<file path="config.mk">
export PLATFORM = sky130hd
export DESIGN_NAME = dtpc_ctrl
export DESIGN_NICKNAME = d
export VERILOG_FILES = /design/src/dtpc_pkg.sv /design/src/dtpc_ctrl.sv
export SDC_FILE = /design/constraint.sdc
export NUM_CORES = 1
export LEC_CHECK = 0
export ABC_AREA = 1
export BUFFER_PORTS_ARGS = -buffer_cell sky130_fd_sc_hd__clkbuf_2
export CAP_MARGIN = 20
export CELL_PAD_IN_SITES_DETAIL_PLACEMENT = 0
export CELL_PAD_IN_SITES_GLOBAL_PLACEMENT = 1
export CORE_UTILIZATION = 30
export DETAILED_ROUTE_END_ITERATION = 10
export GPL_TIMING_DRIVEN = 0
export PLACE_DENSITY = 0.75
export RECOVER_POWER = 100
export SYNTH_ARGS = -nofsm -noshare
export SYNTH_HDL_FRONTEND = slang
export SYNTH_SLANG_ARGS = --single-unit
</file>
<file path="constraint.sdc">
create_clock -name clk -period 1.6 [get_ports clk]
set_clock_uncertainty 0.05 [all_clocks]
set_input_delay 0.4 -clock clk [delete_from_list [all_inputs] [get_ports clk]]
set_output_delay 0.4 -clock clk [all_outputs]
set_load 0.01 [all_outputs]
</file>
<file path="src/dtpc_pkg.sv">
// Package for the distance-threshold point clustering block.
// Holds sizes, payload structs and the controller/datapath interface structs; no dependencies.
`timescale 1ns / 1ps

package dtpc_pkg;

  localparam int MAX_POINTS = 256;
  localparam int PTR_W      = $clog2(MAX_POINTS);
  localparam int CNT_W      = $clog2(MAX_POINTS + 1);
  localparam int ID_W       = 9;
  localparam int COORD_W    = 16;
  localparam int SENSOR_W   = 8;
  localparam int LIMIT_W    = 35;

  localparam logic [LIMIT_W-1:0] LIMIT_RESET = LIMIT_W'(262144);

  localparam logic CMD_ADD   = 1'b0;
  localparam logic CMD_CLEAR = 1'b1;

  typedef struct packed {
    logic                       cmd;
    logic signed [COORD_W-1:0]  pos_x;
    logic signed [COORD_W-1:0]  pos_y;
    logic [SENSOR_W-1:0]        sensor_num;
  } in_item_t;

  typedef struct packed {
    logic [ID_W-1:0] cluster_id;
    logic            opened_new;
    logic            store_full;
  } out_item_t;

  // Commands from the controller to the datapath.
  typedef struct packed {
    logic             idle;
    logic             load_item;
    logic             rd_en;
    logic [PTR_W-1:0] rd_addr;
    logic             finish;
  } dtpc_cmd_t;

  // Status from the datapath to the controller.
  typedef struct packed {
    logic             item_clear;
    logic             store_full;
    logic [CNT_W-1:0] point_count;
    logic             pipe_busy;
    logic             out_free;
  } dtpc_stat_t;

endpackage

</file>
<file path="src/dtpc_ctrl.sv">
// Controller state machine: accepts an item, sequences the store scan and the finish step.
// Depends on dtpc_pkg; talks to dtpc_datapath only through dtpc_cmd_t and dtpc_stat_t.
`timescale 1ns / 1ps

module dtpc_ctrl (
  input  logic                 clk,
  input  logic                 rst_n,
  input  logic                 in_valid,
  input  dtpc_pkg::dtpc_stat_t stat,
  output dtpc_pkg::dtpc_cmd_t  cmd
);
  import dtpc_pkg::*;

  localparam logic [2:0] ST_IDLE   = 3'd0;
  localparam logic [2:0] ST_START  = 3'd1;
  localparam logic [2:0] ST_SCAN   = 3'd2;
  localparam logic [2:0] ST_DRAIN  = 3'd3;
  localparam logic [2:0] ST_FINISH = 3'd4;

  logic [2:0]       state_r, state_nxt;
  logic [PTR_W-1:0] idx_r, idx_nxt;
  logic             last_idx;

  assign last_idx = (CNT_W'(idx_r) + CNT_W'(1) == stat.point_count);

  always_comb begin
    state_nxt     = state_r;
    idx_nxt       = idx_r;
    cmd           = '0;
    cmd.rd_addr   = idx_r;
    case (state_r)
      ST_IDLE: begin
        cmd.idle      = 1'b1;
        cmd.load_item = in_valid;
        if (in_valid) begin
          state_nxt = ST_START;
        end
      end
      ST_START: begin
        idx_nxt = '0;
        if (stat.item_clear || stat.store_full || stat.point_count == '0) begin
          state_nxt = ST_FINISH;
        end else begin
          state_nxt = ST_SCAN;
        end
      end
      ST_SCAN: begin
        cmd.rd_en = 1'b1;
        if (last_idx) begin
          state_nxt = ST_DRAIN;
        end else begin
          idx_nxt = idx_r + PTR_W'(1);
        end
      end
      ST_DRAIN: begin
        if (!stat.pipe_busy) begin
          state_nxt = ST_FINISH;
        end
      end
      ST_FINISH: begin
        if (stat.out_free) begin
          cmd.finish = 1'b1;
          state_nxt  = ST_IDLE;
        end
      end
      default: begin
        state_nxt = ST_IDLE;
      end
    endcase
  end

  always_ff @(posedge clk) begin
    if (!rst_n) begin
      state_r <= ST_IDLE;
      idx_r   <= '0;
    end else begin
      state_r <= state_nxt;
      idx_r   <= idx_nxt;
    end
  end

endmodule

</file>
# Word level (Yosys, flattened, before mapping)
# Index checks and enable logic that the tools add are counted.
word_totals:
  elab_cells: 33
  output_inout_bits: 12
  regBits: 11
classes:
  muxes: 12
  n_eq_ne: 10
  reduce_logical: 7
  n_addsub: 2
op_table:
  columns: ["operator", "n"]
  rows:
  - ["$pmux W8 S2", 1]
  - ["$mux W3", 5]
  - ["$pmux W3 S5", 1]
  - ["$ne A2 B2 Y1 const B", 5]
  - ["$add A8 B1 Y9 const B", 1]
  - ["$eq A9 B9 Y1", 1]
  - ["$logic_not A9 Y1", 1]
  - ["$add A8 B1 Y8 const B", 1]
  - ["$mux W8", 1]
  - ["$eq A3 B2 Y1 const B", 2]
  - ["$reduce_and A4 Y1", 1]
  - ["$eq A3 B1 Y1 const B", 1]
  - ["$eq A3 B3 Y1 const B", 1]
  - ["$logic_not A3 Y1", 1]
  - ["$mux W1", 3]
  - ["$logic_or A1 B1 Y1", 2]
  - ["$mux W2", 1]
  - ["$reduce_and A2 Y1", 1]
  - ["$reduce_bool A2 Y1", 1]

# Logic depth before layout (Yosys ltp)
depth:
  word_depth: 4
  mapped_depth: 15

# Least setup slack after synthesis
# Ideal clock, no wire load.
synth_path:
  path_kind: "register to register"
  start: "reg idx_r[0]"
  end: "reg idx_r[6]"
  setup_ns: 0.115
  synth_period_minus_slack_ns: 1.854
  slack_ns: -0.254
  arrival_time_ns: 1.689
  path_stages_with_launch: 16
  path_cell_list: "dfxtp_1 > ha_1 > nand2_1 > nor2_2 > nand2_1 > nand2_1 > nand2_1 > nand2_1 > nand2_1 > nor2_2 > nand2_2 > nand2_4 > buf_8 > nand3_1 > nand2_1 > nor2_1"
synth_via:
  elab_chain_cells: 4
  word_cells_on_any_way: 7
  classes_between: "add/sub (2); eq/ne (2); mux (2); reduce/logical (1)"
synth_lines:
  columns: ["element", "line", "source"]
  rows:
  - ["from (decl)", "dtpc_ctrl.sv:21", "logic [PTR_W-1:0] idx_r, idx_nxt;"]
  - ["from (signal assigned)", "dtpc_ctrl.sv:78", "idx_r <= idx_nxt;"]
  - ["$add A8 B1 Y9", "dtpc_ctrl.sv:24", "assign last_idx = (CNT_W'(idx_r) + CNT_W'(1) == stat.point_count);"]
  - ["$eq A9 B9 Y1", "dtpc_ctrl.sv:24", null]
  - ["$ne A2 B2 Y1 (no source line)", null, null]
  - ["$reduce_and A2 Y1 (no source line)", null, null]
# Several ways; a longest one is shown, not always the timed one. The select of a mux whose other input is x is not followed.
# A chain may end at the register's enable or synchronous reset.

# Final worst setup path
# Same ends and word-level chain as after synthesis.

==> results.ini <==
[run_status]
status = complete, but fails checks
violations = negative setup slack

[synthesis]
synth_largest_area_cell = dfxtp_1
synth_compound_area_frac = 0.124
yosys_warnings = 0
ys_seq_area_frac = 0.232
muxShareOfSynthArea = 0
syn_inst = 163
synth-xor-area-share = 0.0184
ys_top_cells_by_area = dfxtp_1 23%, nand2_1 16%, nand3_1 12%
synthDistinctLibCells = 29
ys_ff_latch = 11
synth.top_cell.area_share = 0.232
syn_nets = 180
synth_top_family_by_area = simple AND/OR/NAND/NOR gates
syn_area_per_cell_um2 = 5.83
syn_area_um2 = 951
synth-simple-area-share = 0.489
synthAdderAreaFrac = 0.0132

[cells_and_area]
drive_gt1_frac = 0.443
antenna_cells = 0
finalNonFillerCells = 254
final_util = 0.485
final_nets = 228
fill_cells = 329
synthToLayoutAreaGrowth_pct = 54.5
final_area_um2 = 1470

[grt]
grt_pass1_vias = 1068
groute.usage.overall = 0.170
grt-ovfl-total = 0
antenna_found_initial = 0
grt_max_degree = 11
grt_pass1_wl_um = 4420

[clock_tree]
root_buffer = clkbuf_4
clkLatencyLatePin_ps = 270
clk_pin_slew_ps = 80
cts_buffers = 3
cts_tree = done
cts_hold_buffers = 0
cts_buffer_depth = 2
h-tree-depth = 1
cts_sinks = 11

[drt]
drt_pass1_iterations = 4
drt_iter0_markers = 40
routed_wl_um = 2740
route.detailed.drc = 0
via_count = 1157
viasPerCell = 4.56
ant_nets = 0
post_drt_wl_per_cell_um = 10.8

[placement]
place.port_buffers = 26
place_area_um2 = 1170
gp_congestion = 0.804
dp_cells = 233
post-place-ws_ps = -251
dp_hpwl_um = 2030

[die]
die_area_um2 = 3400
start_util = 0.314
die_h_um = 58.3
die_w_um = 58.3
rows = 20
io_pins = 28
coreArea_um2 = 3030

[power]
pwr_density_cell_nw_per_um2 = 1460
switching_share = 0.449
leakage_nw = 0.727
power_mw = 2.14
p_int_mw = 1.18
seqPwrFrac = 0.260
ir_drop_mv = 0.542
power_frac_comb = 0.650
p_switching_mw = 0.962
clkPwrFrac = 0.091

[worst_setup_path]
end_kind = flip-flop
worstPathArrival_ps = 1990
crit_path_max_fanout = 7
worstSetupPathType = reg2reg
crit_path_start_kind = flip-flop
required_ps = 1710

[sta]
clock.fmax_mhz = 531
setup_viol = 10
fin_ws_ps = -282
hold_viol = 0
rsz0062_at_grt = yes
fin_setup_tns_ps = -2660
fin_crit_sh = 1.18
hold_ws_ps = 367
fin_crit_ps = 1880
report.final.slew_viol_count = 0
maxSlewHeadroom = 0.689
worstMarginPinSlew_ps = 466

[worst_hold_path]
worstHoldPathType = in2reg

[flow_run]
maxCapViolations = 0

## cells by family (layout without fill, tap and decap cells)
kind of cell    Yosys count  count (layout)
compound gates           21              21
fa+ha+maj                 1               1
simple gates            100             100
flops                    11              11
buf+inv                  28              75
xor+xnor                  2               2
## cell usage after synthesis (all sizes together)
library cell / instances
nand2: 45
inv: 24
nor2: 24
nand3: 23
a21oi: 14
dfxtp: 11
o21ai: 4
buf: 3
nor4: 3
nand3b: 2
nand4: 2
a21boi: 1
clkbuf: 1
ha: 1
nor3: 1
o21bai: 1
o41ai: 1
xnor2: 1
xor2: 1
## per-layer routing
| layer | vias to the layer above | part of all wire | track usage |
|---|---|---|---|
| li1 | 622 | - | - |
| met1 | 503 | 0.44 | 0.209 |
| met2 | 28 | 0.51 | 0.299 |
| met3 | 4 | 0.039 | 0.0198 |
| met4 | 0 | 0.0099 | 0.0714 |
| met5 | - | 0 | 0 |
## sequential cells by signal (all words and copies together) (netlist names)
register,count
idx_r,8
state_r,3
## final cells by class
cell class | count | area, µm² | area share
Timing Repair Buffer | 44 | 303 | 0.206
Tap cell | 44 | 55.1 | 0.0375
Inverter | 24 | 90.1 | 0.0613
Clock buffer | 4 | 26.3 | 0.0179
Multi-Input combinational cell | 124 | 736 | 0.501
Sequential cell | 11 | 235 | 0.160
Buffer | 3 | 23.8 | 0.0162
## power by group through the flow
stage	clock, mW	sequential [mW]	combinational [mW]
after floorplan	0	0.552	0.696
after detailed placement	0	0.539	0.995
after CTS	0.200	0.537	1.25
after global routing	0.221	0.581	1.55
after global placement	0	0.533	0.986
final	0.194	0.556	1.39
## final timing paths
path	start	end	slack, ps	depth (start not counted)
setup / recovery	idx_r[0]	idx_r[6]	-280	15
setup reg to reg	idx_r[0]	idx_r[6]	-280	15
hold reg to reg	state_r[2]	state_r[2]	480	2
hold / removal	stat[1]	state_r[0]	370	3
## critical path: stages, from the launching register on
cell and delay (ps):
dfxtp_4 390, ha_4 160, nand2_4 80, nor2_4 130
nand2_2 70, nand2_2 70, nand2_2 70, nand2_1 70
nand2_1 60, nor2_2 90, nand2_2 80, nand2_4 160
buf_8 130, nand3_2 50, nand2_1 60, nor2_1 40
## placed cells by master, fill, tap and decap left out, types with 3 or more instances in the layout
| master | instances |
|---|---|
| a21oi_2 | 3 |
| buf_4 | 14 |
| nand2_1 | 33 |
| nor2_1 | 14 |
| dfxtp_1 | 5 |
| dfxtp_2 | 3 |
| nor2_4 | 5 |
| nand3_2 | 6 |
| a21oi_1 | 11 |
| nand3_1 | 17 |
| inv_2 | 4 |
| clkbuf_1 | 3 |
| clkbuf_4 | 3 |
| nor2_2 | 5 |
| clkbuf_2 | 23 |
| nand2_2 | 10 |
| inv_1 | 20 |
| dfxtp_4 | 3 |
## what timing repair did
item,4_1_cts,5_1_grt
pin swaps,16,15
setup endpoints to repair,14,14
gates resized for setup,15,22
buffers inserted,13,4
cloned,1,0
Note: power is estimated with default switching activity, not from simulation.
